**src/rtl/core/owtr_pkg.sv**
```systemverilog
// ============================================================================
// owtr_pkg
// Shared types and constants for the single-wire temperature reader.
// ============================================================================
package owtr_pkg;

    // Width of the conversion wait register; the other timing registers are 16 bits.
    localparam int unsigned CONV_W  = 24;
    localparam int unsigned SHORT_W = 16;
    localparam int unsigned ADDR_W  = 5;
    localparam int unsigned DATA_W  = 32;

    // Register indexes (byte address is four times the index).
    localparam logic [2:0] REG_RESET_LOW    = 3'd0;
    localparam logic [2:0] REG_RESET_WAIT   = 3'd1;
    localparam logic [2:0] REG_WRITE_LOW    = 3'd2;
    localparam logic [2:0] REG_WRITE_BIT    = 3'd3;
    localparam logic [2:0] REG_READ_LOW     = 3'd4;
    localparam logic [2:0] REG_READ_SAMPLE  = 3'd5;
    localparam logic [2:0] REG_READ_RECOVER = 3'd6;
    localparam logic [2:0] REG_CONVERT_WAIT = 3'd7;

    // Register reset values.
    localparam logic [SHORT_W-1:0] RST_RESET_LOW    = 16'd18000;
    localparam logic [SHORT_W-1:0] RST_RESET_WAIT   = 16'd12000;
    localparam logic [SHORT_W-1:0] RST_WRITE_LOW    = 16'd360;
    localparam logic [SHORT_W-1:0] RST_WRITE_BIT    = 16'd1080;
    localparam logic [SHORT_W-1:0] RST_READ_LOW     = 16'd144;
    localparam logic [SHORT_W-1:0] RST_READ_SAMPLE  = 16'd96;
    localparam logic [SHORT_W-1:0] RST_READ_RECOVER = 16'd720;
    localparam logic [CONV_W-1:0]  RST_CONVERT_WAIT = 24'hFFFFFF;

    // Bus command bytes.
    localparam logic [7:0] CMD_SKIP_ROM  = 8'hCC;
    localparam logic [7:0] CMD_CONVERT   = 8'h44;
    localparam logic [7:0] CMD_READ_PAD  = 8'hBE;
    localparam logic [7:0] CMD_NONE      = 8'h00;

    // Steps of the sequence.
    localparam logic [2:0] STEP_SKIP_A   = 3'd0;
    localparam logic [2:0] STEP_CONVERT  = 3'd1;
    localparam logic [2:0] STEP_CONV_WAIT = 3'd2;
    localparam logic [2:0] STEP_SKIP_B   = 3'd3;
    localparam logic [2:0] STEP_READ_CMD = 3'd4;
    localparam logic [2:0] STEP_READ_LO  = 3'd5;
    localparam logic [2:0] STEP_READ_HI  = 3'd6;

    typedef struct packed {
        logic start_req;
        logic line_in;
    } t_in_item;

    typedef struct packed {
        logic        line_drive_low;
        logic        busy_res;
        logic        done_res;
        logic [15:0] raw_temp;
    } t_out_item;

    // Command byte sent during a write step.
    function automatic logic [7:0] step_cmd(input logic [2:0] step);
        logic [7:0] cmd;
        case (step)
            STEP_SKIP_A:   cmd = CMD_SKIP_ROM;
            STEP_CONVERT:  cmd = CMD_CONVERT;
            STEP_SKIP_B:   cmd = CMD_SKIP_ROM;
            STEP_READ_CMD: cmd = CMD_READ_PAD;
            default:       cmd = CMD_NONE;
        endcase
        return cmd;
    endfunction

endpackage

```
**src/rtl/core/one_wire_temperature_reader_top.sv**
```systemverilog
// ============================================================================
// one_wire_temperature_reader_top
// Single-wire bus master that runs a full temperature read of one sensor.
// ============================================================================
// Each input word is one bus tick carrying a start request and the sampled
// line level; each accepted word yields exactly one registered result word;
// and a new word can be taken every cycle (the input is stalled only
// while a finished result waits downstream). A start in idle runs: reset
// pulse, skip ROM, convert, conversion wait, reset pulse, skip ROM, read
// scratchpad, then two bytes read LSB first. The result word holds the line
// drive level, busy, a one-tick done flag and the last raw 16-bit reading in
// 1/16 degree units. All bus timing is counted in ticks from the APB
// registers; each interval lasts at least one tick, and every interval length is
// clamped to the TIMER_WIDTH-bit tick counter. No presence pulse is checked.
module one_wire_temperature_reader_top
    import owtr_pkg::*;
#(
    parameter int unsigned TIMER_WIDTH = 24
) (
    input  logic              i_clk,
    input  logic              i_rst_n,
    input  logic              i_valid,
    output logic              o_stall,
    input  t_in_item          i_data,
    output logic              o_valid,
    input  logic              i_stall,
    output t_out_item         o_data,
    input  logic              psel,
    input  logic              penable,
    input  logic              pwrite,
    input  logic [ADDR_W-1:0] paddr,
    input  logic [DATA_W-1:0] pwdata,
    output logic [DATA_W-1:0] prdata,
    output logic              pready
);

    localparam int unsigned LIM_W = ((TIMER_WIDTH > CONV_W) ? TIMER_WIDTH : CONV_W) + 1;
    localparam logic [LIM_W-1:0] TIMER_MAX =
        LIM_W'((64'd1 << TIMER_WIDTH) - 64'd1);

    localparam logic [3:0] PH_IDLE       = 4'd0;
    localparam logic [3:0] PH_RST_LOW    = 4'd1;
    localparam logic [3:0] PH_RST_WAIT   = 4'd2;
    localparam logic [3:0] PH_WR_LOW     = 4'd3;
    localparam logic [3:0] PH_WR_BIT     = 4'd4;
    localparam logic [3:0] PH_RD_LOW     = 4'd5;
    localparam logic [3:0] PH_RD_SAMPLE  = 4'd6;
    localparam logic [3:0] PH_RD_RECOVER = 4'd7;
    localparam logic [3:0] PH_CONV       = 4'd8;
    localparam logic [3:0] PH_DONE       = 4'd9;

    // Configuration registers.
    logic [SHORT_W-1:0] r_reset_low, r_reset_wait, r_write_low, r_write_bit;
    logic [SHORT_W-1:0] r_read_low, r_read_sample, r_read_recover;
    logic [CONV_W-1:0]  r_convert_wait;

    // Sequencer state.
    logic [3:0]             r_phase, n_phase;
    logic [TIMER_WIDTH-1:0] r_tick, n_tick;
    logic [2:0]             r_bit, n_bit;
    logic [2:0]             r_step, n_step;
    logic [7:0]             r_shift, n_shift;
    logic [7:0]             r_low_byte, n_low_byte;
    logic [15:0]            r_reading, n_reading;

    // Result register.
    logic      r_out_valid;
    t_out_item r_out, n_out;

    logic              w_accept;
    logic              w_cfg_wr;
    logic [2:0]        w_cfg_idx;
    logic [CONV_W-1:0] w_interval;
    logic [LIM_W-1:0]  w_lim;
    logic [LIM_W-1:0]  w_tick_next;
    logic              w_end;
    logic              w_cur_bit;
    logic [7:0]        w_cmd;

    function automatic logic [3:0] step_phase(input logic [2:0] step);
        logic [3:0] ph;
        if (step == STEP_CONV_WAIT) begin
            ph = PH_CONV;
        end else if (step == STEP_READ_LO || step == STEP_READ_HI) begin
            ph = PH_RD_LOW;
        end else begin
            ph = PH_WR_LOW;
        end
        return ph;
    endfunction

    assign o_stall  = r_out_valid & i_stall;
    assign w_accept = i_valid & ~o_stall;
    assign o_valid  = r_out_valid;
    assign o_data   = r_out;

    // ------------------------------------------------------------------
    // APB register file
    // ------------------------------------------------------------------
    assign pready    = 1'b1;
    assign w_cfg_idx = paddr[4:2];
    assign w_cfg_wr  = psel & penable & pwrite & pready;

    always_ff @(posedge i_clk) begin
        if (!i_rst_n) begin
            r_reset_low    <= RST_RESET_LOW;
            r_reset_wait   <= RST_RESET_WAIT;
            r_write_low    <= RST_WRITE_LOW;
            r_write_bit    <= RST_WRITE_BIT;
            r_read_low     <= RST_READ_LOW;
            r_read_sample  <= RST_READ_SAMPLE;
            r_read_recover <= RST_READ_RECOVER;
            r_convert_wait <= RST_CONVERT_WAIT;
        end else if (w_cfg_wr) begin
            unique case (w_cfg_idx)
                REG_RESET_LOW:    r_reset_low    <= pwdata[SHORT_W-1:0];
                REG_RESET_WAIT:   r_reset_wait   <= pwdata[SHORT_W-1:0];
                REG_WRITE_LOW:    r_write_low    <= pwdata[SHORT_W-1:0];
                REG_WRITE_BIT:    r_write_bit    <= pwdata[SHORT_W-1:0];
                REG_READ_LOW:     r_read_low     <= pwdata[SHORT_W-1:0];
                REG_READ_SAMPLE:  r_read_sample  <= pwdata[SHORT_W-1:0];
                REG_READ_RECOVER: r_read_recover <= pwdata[SHORT_W-1:0];
                REG_CONVERT_WAIT: r_convert_wait <= pwdata[CONV_W-1:0];
                default:          ;
            endcase
        end
    end

    always_comb begin
        prdata = '0;
        unique case (w_cfg_idx)
            REG_RESET_LOW:    prdata = DATA_W'(r_reset_low);
            REG_RESET_WAIT:   prdata = DATA_W'(r_reset_wait);
            REG_WRITE_LOW:    prdata = DATA_W'(r_write_low);
            REG_WRITE_BIT:    prdata = DATA_W'(r_write_bit);
            REG_READ_LOW:     prdata = DATA_W'(r_read_low);
            REG_READ_SAMPLE:  prdata = DATA_W'(r_read_sample);
            REG_READ_RECOVER: prdata = DATA_W'(r_read_recover);
            REG_CONVERT_WAIT: prdata = DATA_W'(r_convert_wait);
            default:          prdata = '0;
        endcase
    end

    // ------------------------------------------------------------------
    // Interval timer: one shared compare against the current phase length
    // ------------------------------------------------------------------
    always_comb begin
        unique case (r_phase)
            PH_RST_LOW:    w_interval = CONV_W'(r_reset_low);
            PH_RST_WAIT:   w_interval = CONV_W'(r_reset_wait);
            PH_WR_LOW:     w_interval = CONV_W'(r_write_low);
            PH_WR_BIT:     w_interval = CONV_W'(r_write_bit);
            PH_RD_LOW:     w_interval = CONV_W'(r_read_low);
            PH_RD_SAMPLE:  w_interval = CONV_W'(r_read_sample);
            PH_RD_RECOVER: w_interval = CONV_W'(r_read_recover);
            PH_CONV:       w_interval = r_convert_wait;
            default:       w_interval = '0;
        endcase
    end

    // A zero or one length both end the interval on its first tick.
    assign w_lim       = (LIM_W'(w_interval) > TIMER_MAX) ? TIMER_MAX : LIM_W'(w_interval);
    assign w_tick_next = LIM_W'(r_tick) + LIM_W'(1);
    assign w_end       = (w_tick_next >= w_lim);
    assign w_cmd       = step_cmd(r_step);
    assign w_cur_bit   = w_cmd[r_bit];

    // ------------------------------------------------------------------
    // Sequencer next state and result
    // ------------------------------------------------------------------
    always_comb begin
        n_phase    = r_phase;
        n_tick     = r_tick;
        n_bit      = r_bit;
        n_step     = r_step;
        n_shift    = r_shift;
        n_low_byte = r_low_byte;
        n_reading  = r_reading;

        n_out.line_drive_low = 1'b0;
        n_out.busy_res       = 1'b1;
        n_out.done_res       = 1'b0;

        // Timed phases advance the tick counter unless the interval ends.
        if (w_end) begin
            n_tick = '0;
        end else begin
            n_tick = w_tick_next[TIMER_WIDTH-1:0];
        end

        unique case (r_phase)
            PH_RST_LOW: begin
                n_out.line_drive_low = 1'b1;
                if (w_end) begin
                    n_phase = PH_RST_WAIT;
                end
            end
            PH_RST_WAIT: begin
                if (w_end) begin
                    n_bit   = '0;
                    n_phase = step_phase(r_step);
                end
            end
            PH_WR_LOW: begin
                n_out.line_drive_low = 1'b1;
                if (w_end) begin
                    n_phase = PH_WR_BIT;
                end
            end
            PH_WR_BIT: begin
                n_out.line_drive_low = ~w_cur_bit;
                if (w_end) begin
                    if (r_bit == 3'd7) begin
                        n_step  = r_step + 3'd1;
                        n_bit   = '0;
                        n_phase = step_phase(r_step + 3'd1);
                    end else begin
                        n_bit   = r_bit + 3'd1;
                        n_phase = PH_WR_LOW;
                    end
                end
            end
            PH_RD_LOW: begin
                n_out.line_drive_low = 1'b1;
                if (w_end) begin
                    n_phase = PH_RD_SAMPLE;
                end
            end
            PH_RD_SAMPLE: begin
                if (w_end) begin
                    n_shift = {i_data.line_in, r_shift[7:1]};
                    n_phase = PH_RD_RECOVER;
                end
            end
            PH_RD_RECOVER: begin
                if (w_end) begin
                    if (r_bit != 3'd7) begin
                        n_bit   = r_bit + 3'd1;
                        n_phase = PH_RD_LOW;
                    end else if (r_step == STEP_READ_LO) begin
                        n_low_byte = r_shift;
                        n_step     = STEP_READ_HI;
                        n_bit      = '0;
                        n_phase    = PH_RD_LOW;
                    end else begin
                        n_reading = {r_shift, r_low_byte};
                        n_bit     = '0;
                        n_phase   = PH_DONE;
                    end
                end
            end
            PH_CONV: begin
                if (w_end) begin
                    n_step  = STEP_SKIP_B;
                    n_bit   = '0;
                    n_phase = PH_RST_LOW;
                end
            end
            PH_DONE: begin
                n_out.busy_res = 1'b0;
                n_out.done_res = 1'b1;
                n_tick         = r_tick;
                n_phase        = PH_IDLE;
            end
            default: begin
                // Idle and any unused phase code.
                n_out.busy_res = 1'b0;
                n_tick         = r_tick;
                n_phase        = PH_IDLE;
                if (i_data.start_req) begin
                    n_step  = STEP_SKIP_A;
                    n_bit   = '0;
                    n_tick  = '0;
                    n_shift = '0;
                    n_phase = PH_RST_LOW;
                end
            end
        endcase

        n_out.raw_temp = n_reading;
    end

    always_ff @(posedge i_clk) begin
        if (!i_rst_n) begin
            r_phase     <= PH_IDLE;
            r_tick      <= '0;
            r_bit       <= '0;
            r_step      <= '0;
            r_shift     <= '0;
            r_low_byte  <= '0;
            r_reading   <= '0;
            r_out_valid <= 1'b0;
        end else begin
            if (w_accept) begin
                r_phase     <= n_phase;
                r_tick      <= n_tick;
                r_bit       <= n_bit;
                r_step      <= n_step;
                r_shift     <= n_shift;
                r_low_byte  <= n_low_byte;
                r_reading   <= n_reading;
                r_out_valid <= 1'b1;
            end else if (!i_stall) begin
                r_out_valid <= 1'b0;
            end
        end
    end

    always_ff @(posedge i_clk) begin
        if (w_accept) begin
            r_out <= n_out;
        end
    end

    // ------------------------------------------------------------------
    // Assertions
    // ------------------------------------------------------------------
    a_done_not_busy: assert property (@(posedge i_clk) disable iff (!i_rst_n)
        r_out_valid |-> !(r_out.done_res && r_out.busy_res))
        else $error("done and busy reported together");

    a_done_to_idle: assert property (@(posedge i_clk) disable iff (!i_rst_n)
        (w_accept && r_phase == PH_DONE) |=> (r_phase == PH_IDLE))
        else $error("done phase did not return to idle");

    a_read_step: assert property (@(posedge i_clk) disable iff (!i_rst_n)
        (r_phase == PH_RD_LOW || r_phase == PH_RD_SAMPLE || r_phase == PH_RD_RECOVER)
        |-> (r_step == STEP_READ_LO || r_step == STEP_READ_HI))
        else $error("read slot outside a read step");

    a_hold_when_stalled: assert property (@(posedge i_clk) disable iff (!i_rst_n)
        !w_accept |=> $stable(r_phase) && $stable(r_reading))
        else $error("sequencer moved without an accepted word");

    a_reading_at_done: assert property (@(posedge i_clk) disable iff (!i_rst_n)
        (w_accept && r_phase != PH_RD_RECOVER) |=> $stable(r_reading))
        else $error("reading changed outside the last read recovery");

endmodule
```
**config.mk**
```make
export PLATFORM = sky130hd
export DESIGN_NAME = one_wire_temperature_reader_top
export DESIGN_NICKNAME = d
export VERILOG_FILES = /design/src/rtl/core/owtr_pkg.sv /design/src/rtl/core/one_wire_temperature_reader_top.sv
export SDC_FILE = /design/constraint.sdc
export NUM_CORES = 1
export LEC_CHECK = 0
export ABC_AREA = 1
export BUFFER_PORTS_ARGS = -buffer_cell sky130_fd_sc_hd__buf_2
export CAP_MARGIN = 20
export CELL_PAD_IN_SITES_DETAIL_PLACEMENT = 1
export CELL_PAD_IN_SITES_GLOBAL_PLACEMENT = 1
export CORE_MARGIN = 1
export CORE_UTILIZATION = 35
export DETAILED_ROUTE_END_ITERATION = 12
export PLACE_DENSITY_LB_ADDON = 0.1
export SKIP_LAST_GASP = 1
export SLEW_MARGIN = 0
export SYNTH_ARGS = -nofsm -noshare
export SYNTH_HDL_FRONTEND = slang
export SYNTH_SLANG_ARGS = --single-unit
```
**constraint.sdc**
```tcl
create_clock -name i_clk -period 3.4 [get_ports i_clk]
set_clock_uncertainty 0.1 [all_clocks]
set_input_delay 0.68 -clock i_clk [delete_from_list [all_inputs] [get_ports i_clk]]
set_output_delay 0.68 -clock i_clk [all_outputs]
set_load 0.1 [all_outputs]
```
==> results of run 1 <==
[state kept, by name, indices dropped and copies added, names as in the netlist, 4 cells and up]
name / count
o_data: 19
r_read_recover: 16
r_read_sample: 16
r_read_low: 16
r_reset_low: 16
r_convert_wait: 24
r_reading: 16
r_shift: 8
r_write_low: 16
r_write_bit: 16
r_tick: 24
r_low_byte: 8
r_phase: 4
r_reset_wait: 16
[how the worst min path moves through the flow]
stage | start | to | slack [ns] | depth (start not counted)
2_1_floorplan | r_read_recover[10] | r_read_recover[10] | 0.34 | 2
3_3_place_gp | r_read_sample[0] | r_read_sample[0] | 0.36 | 2
3_5_place_dp | r_read_recover[15] | r_read_recover[15] | 0.36 | 2
4_1_cts | pwdata[17] | r_convert_wait[17] | 0.23 | 3
5_1_grt | pwdata[19] | r_convert_wait[19] | 0.26 | 3
6_report | pwdata[17] | r_convert_wait[17] | 0.25 | 3
[Yosys cell counts, drive strengths merged]
cell / count
nand2: 278
o22ai: 44
buf: 32
o21a: 1
o221ai: 9
o21bai: 2
xor2: 12
a22oi: 1
nor2: 209
or2: 1
a31oi: 3
o2111ai: 3
o21ai: 147
nor3: 18
a22o: 1
nor4: 6
nand3b: 2
a221oi: 30
ha: 32
and2: 1
nand3: 102
clkinv: 1
conb: 2
a31o: 2
inv: 205
clkbuf: 51
a21oi: 131
edfxtp: 19
xnor2: 5
a21o: 3
dfxtp: 203
nand4: 21
a2111oi: 10
o211ai: 17
[cell families after synthesis]
kind of cell             synth area share
AND/OR/NAND/NOR                     0.250
other                            0.000646
adder cells (fa/ha/maj)            0.0345
flip-flops                          0.399
XOR/XNOR                           0.0128
AO/OA/AOI/OAI                       0.203
buffers and inverters               0.100
[final cells by class]
type | count | area [µm²] | share of cell area
Multi-Input combinational cell | 1100 | 6620 | 0.421
Sequential cell | 222 | 4650 | 0.296
Timing Repair Buffer | 232 | 2090 | 0.133
Clock buffer | 37 | 817 | 0.0520
Inverter | 206 | 782 | 0.0497
Tap cell | 442 | 553 | 0.0352
Clock inverter | 15 | 203 | 0.0129
Antenna cell | 1 | 2.50 | 0.000159
[routing by layer]
| layer | up-vias | wire [µm] |
|---|---|---|
| li1 | 5763 | - |
| met1 | 5765 | 18900 |
| met2 | 279 | 22400 |
| met3 | 100 | 2030 |
| met4 | 0 | 1670 |
| met5 | - | 0 |
[repair_timing]
item | CTS | global route
pin swaps | 4 | 48
setup endpoints to repair | 82 | 82
setup buffers | 2 | 21
hold buffers | 0 | 0
gates cloned | 0 | 2
gates resized for setup | 24 | 169
[metrics by stage]
step / std cells / setup WS, ns
6_report: 2255 / -0.00427
5_1_grt: 2254 / -0.176
4_1_cts: 2232 / 0.000241
3_5_place_dp: 2178 / -0.313
2_1_floorplan: 1611 / 0.127
3_3_place_gp: 2178 / -0.107
[power by group]
group	internal [W]	total (W)	switching [W]
clock	0.00200	0.00327	0.00127
sequential	0.00280	0.00296	0.000153
combinational	0.00157	0.00413	0.00256
[tightest hold or removal path, cell delays in order]
cell and delay, ns:
buf_2 0.08, a21oi_1 0.05, o21ai_0 0.06
==> out/qor.yml, run 1 <==
status: "finished with violations"
violations: "negative setup slack"
routabilityCongestion: 0.870
yosys-top-cells-area: "dfxtp_1 35%, nand2_1 8.1%, nor2_1 6.3%, inv_1 5.9%, a21oi_1 5.6%"
grt_max_degree: 74
finalSetupTns_ns: -0.00427
final_area_mm2: 0.0157
place_area_mm2: 0.0136
critical_path.max_fanout: 6
worstPathArrival_ns: 3.79
ir_drop_mv: 0.431
ioPinCount: 100
holdWs_ns: 0.246
use_met2: 0.470
crit_start: "r_phase[3]"
drive_gt1_frac: 0.266
r2r-end: "r_phase[1]"
clock_latency_ns: 0.57
met1_usage: 0.315
use_met3: 0.0375
clock_path_buffers: 3
path_depth: 20
rr_worst_depth: 20
finalSetupViolCount: 1
htree_num_levels: 1
worstSetupPathType: "register to register"
cp_top_family: "simple AND/OR/NAND/NOR gates"
start_kind: "register"
maxCapViolations: 0
synth-seq-area-share: 0.399
num_rows: 66
post-route-util: 0.482
hold_class: "primary input to register"
crit_buf_inv: 7
p_total_w: 0.0104
coreArea_mm2: 0.0326
clkTransAtPathRegs_ns: 0.06
dr.pass1.iters: 4
slowest_stage: "dfxtp_4"
final_cell_mix: "228 x nand2_1, 198 x dfxtp_1, 179 x nor2_1, 177 x inv_1, 129 x buf_4"
grt_use_total: 0.261
die_w_um: 184
fin_nets: 1868
crit_path_cell_trace: "buf_4 -> nor2_4 -> buf_4 -> nand2_4 -> buf_8 -> buf_4 -> o221ai_4 -> a2111oi_4 -> buf_4 -> ha_1 -> nand2_1 -> nor2_1 -> nand3b_1 -> nand3_2 -> nand3_4 -> buf_4 -> nand4_1 -> nand2_2 -> buf_4 -> a21oi_1"
layout_commonest_cell: "nand2_1"
crit_top_cell: "buf_4"
yosysTopAreaCell: "dfxtp_1"
wirelength_um: 45000
r2r_slack_ns: -0.004
gr-total-overflow: 0
vias: 11907
yosysWarnings: 0
syn2layout_area_growth_pct: 35.3
slew_violations: 0
rsz0062_at_grt: "yes"
static-leakage-power_nw: 6.95
vias_per_cell: 5.28
synth_seq_cells: 222
dp_hpwl_um: 30400
die_h_um: 184
antenna_found_initial: 1
r2r-start: "r_phase[3]"
pwr_density_cell_mw_per_mm2: 659
setup_slack_ns: -0.00427
grt.busiest_layer: "met2"
final_antenna_net_count: 0
netlist_instances: 1604
period_minus_slack_ns: 3.40
cp_slowest_stage_delay_ns: 0.36
grt_pass1_wl_um: 68200
cts_root_buf: "clkbuf_16"
remaining_drc_errors: 0
synth_area_mm2: 0.0116
max_freq_mhz: 294
portBuffers: 80
grt_pass1_vias: 11926
nFillCells: 3978
maxSlewHeadroom: 0.436
crit_path_end: "r_phase[1]"
required_ns: 3.78
worst_pin_slew_ns: 0.846
end_kind: "register"
cts_buffers: 28
syn_area_per_cell_um2: 7.24
cts_tree: "yes"
hold_violations: 0
start_util: 0.356
dr.first_iter.drc_count: 684
dieArea_mm2: 0.0339
wl_per_cell_um: 19.9
yosys.cell_types.count: 51
yosysTopAreaCellShare: 0.350
fin_crit_sh: 1.00
clock_sinks: 222
Power figures use the tool's default switching activity.
==> inputs of run 2 (changes only) <==
--- a/config.mk
+++ b/config.mk
@@ -10,7 +10,7 @@
 export CAP_MARGIN = 20
 export CELL_PAD_IN_SITES_DETAIL_PLACEMENT = 1
 export CELL_PAD_IN_SITES_GLOBAL_PLACEMENT = 1
-export CORE_MARGIN = 1
+export CORE_MARGIN = 5
 export CORE_UTILIZATION = 35
 export DETAILED_ROUTE_END_ITERATION = 12
 export PLACE_DENSITY_LB_ADDON = 0.1
==> run 2 against run 1 <==
Compared with the run above: the run still ends with negative setup slack left; register-to-register slack worse by 0.05 ns; sequential share of layout area rose by 0.68 points; power is 3.7% lower.
==> out/qor.yml, run 2 (synthesis gave the netlist of run 1 again) <==
crit_start: "r_phase[0]"
clkTransAtPathRegs_ns: 0.06  # about the same
setup_slack_ns: -0.0529  # -0.0487 ns
wl_met2_um: 23000  # +2.7%
cts_buffers: 28  # unchanged
worst_pin_slew_ns: 0.765  # -0.0810 ns
worstPathArrival_ns: 3.79  # about the same
portBuffers: 80  # unchanged
vias_per_cell: 5.33  # +0.98%
static-leakage-power_nw: 6.83  # -1.8%
status: "finished with violations"
clock_path_buffers: 3  # unchanged
hold_violations: 0  # unchanged
final_antenna_net_count: 0  # unchanged
cts_tree: "yes"
finalSetupViolCount: 6  # +5
grt_pass1_vias: 12157  # +1.9%
antenna_found_initial: 0  # -1
hp-start: "pwdata[18]"
start_util: 0.356  # unchanged
slew_violations: 0  # unchanged
post-route-util: 0.470  # -0.0118
max_freq_mhz: 290  # -1.4%
r2r-start: "r_phase[0]"
dp_hpwl_um: 31200  # +2.7%
coreArea_mm2: 0.0326  # unchanged
fin_crit_sh: 1.02  # +0.0143
syn2layout_area_growth_pct: 32.0
pwr_density_cell_mw_per_mm2: 650  # -1.3%
hold_class: "primary input to register"
wl_met1_um: 19000  # +0.60%
fin_nets: 1855  # -0.70%
layout_commonest_cell: "nand2_1"
critical_path.max_fanout: 7  # +1
required_ns: 3.74  # -0.04 ns
finalSetupTns_ns: -0.106  # -0.101 ns
end_kind: "register"
die_w_um: 192  # +4.3%
drive_gt1_frac: 0.245  # -0.0206
die_h_um: 192  # +4.3%
ioPinCount: 100  # unchanged
wl_per_cell_um: 20.3  # +1.6%
worstSetupPathType: "register to register"
routabilityCongestion: 0.872  # +0.24%
place_inst: 2175  # -0.14%
clock_latency_ns: 0.56  # about the same
maxCapViolations: 0  # unchanged
cts_root_buf: "clkbuf_16"
maxUsedRoutingLayer: "met4"
cts_hold_buf: 0  # unchanged
grt_use_total: 0.237  # -0.0239
start_kind: "register"
num_rows: 66  # unchanged
maxSlewHeadroom: 0.490  # +0.0540
remaining_drc_errors: 0  # unchanged
violations: "negative setup slack"
rsz0062_at_grt: "yes"
ir_drop_mv: 0.457  # +6.1%
gr-total-overflow: 0  # unchanged
period_minus_slack_ns: 3.45  # +0.0487 ns
dieArea_mm2: 0.0369  # +8.9%
final_cell_mix: "233 x nand2_1, 199 x dfxtp_1, 179 x nor2_1, 177 x inv_1, 127 x a21oi_1"
htree_num_levels: 1  # unchanged
dr.first_iter.drc_count: 763  # +12%
dr.pass1.iters: 5  # +1
wirelength_um: 45400  # +0.90%
grt_max_degree: 114  # +54%
n_antenna_cell: 0  # -1
vias: 11938  # +0.26%
clock_sinks: 222  # unchanged
grt_pass1_wl_um: 68900  # +1.0%
final_cell_count_no_fill: 2239  # -0.71%
dr_wl_met3_um: 2010  # -0.89%
run 2: per-stage QoR:
stage / hold WS [ns] / setup WS, ns / total power, W / area (µm²)
floorplan: 0.339 / 0.127 / 0.00500 / 11600
finish: 0.249 / -0.0529 / 0.00997 / 15300
global route: 0.246 / -0.184 / 0.0105 / 15300
detailed placement: 0.369 / -0.479 / 0.00646 / 13600
CTS: 0.229 / 0.0151 / 0.00963 / 14700
global placement: 0.356 / -0.533 / 0.00639 / 13600
run 2: final timing paths:
| kind | endpoint | cells past startpoint | slack [ns] |
|---|---|---|---|
| setup / recovery | r_reading[8] | 20 | -0.05 |
| hold / removal | r_convert_wait[18] | 3 | 0.25 |
| setup reg to reg | r_reading[8] | 20 | -0.05 |
| hold reg to reg | r_read_sample[14] | 2 | 0.38 |
run 2: worst max-delay path, cell delays in order (launching register included):
cell and delay, ns:
dfxtp_2 0.37, buf_4 0.14, nor2_4 0.05, nand2_4 0.09
buf_4 0.22, o221ai_4 0.12, a2111oi_4 0.53, ha_1 0.33
nand2_2 0.08, nor2_2 0.06, and2_4 0.15, nand3_2 0.07
nand2_2 0.06, nor2_4 0.14, nand3_4 0.18, buf_12 0.18
buf_16 0.13, nand3_2 0.07, nand3_1 0.09, nand2_1 0.12
inv_1 0.05
run 2: layout make-up:
| class | instances | area (µm²) |
|---|---|---|
| flip-flops and latches | 222 | 4640 |
| multi-input cells | 1100 | 6470 |
| well taps | 442 | 553 |
| inverters | 206 | 788 |
| fillers | 4026 | 17300 |
| repair buffers | 219 | 2000 |
| clock inverters | 8 | 100 |
| clock buffers | 42 | 783 |
run 2: power by group:
part	internal [W]	switching [W]
Clock	0.00173	0.00118
Combinational	0.00158	0.00255
Sequential	0.00280	0.000130
run 2: routing by layer:
metal,vias up,track usage
li1,5735,-
met1,5840,0.293
met2,271,0.432
met3,92,0.0289
met4,0,0.0656
met5,-,0
run 2: repair_timing:
action | 4_1_cts | 5_1_grt
pin swaps | 9 | 35
endpoints found under the setup margin | 82 | 82
gates cloned | 1 | 0
gates resized for setup | 46 | 125
buffers inserted | 7 | 8
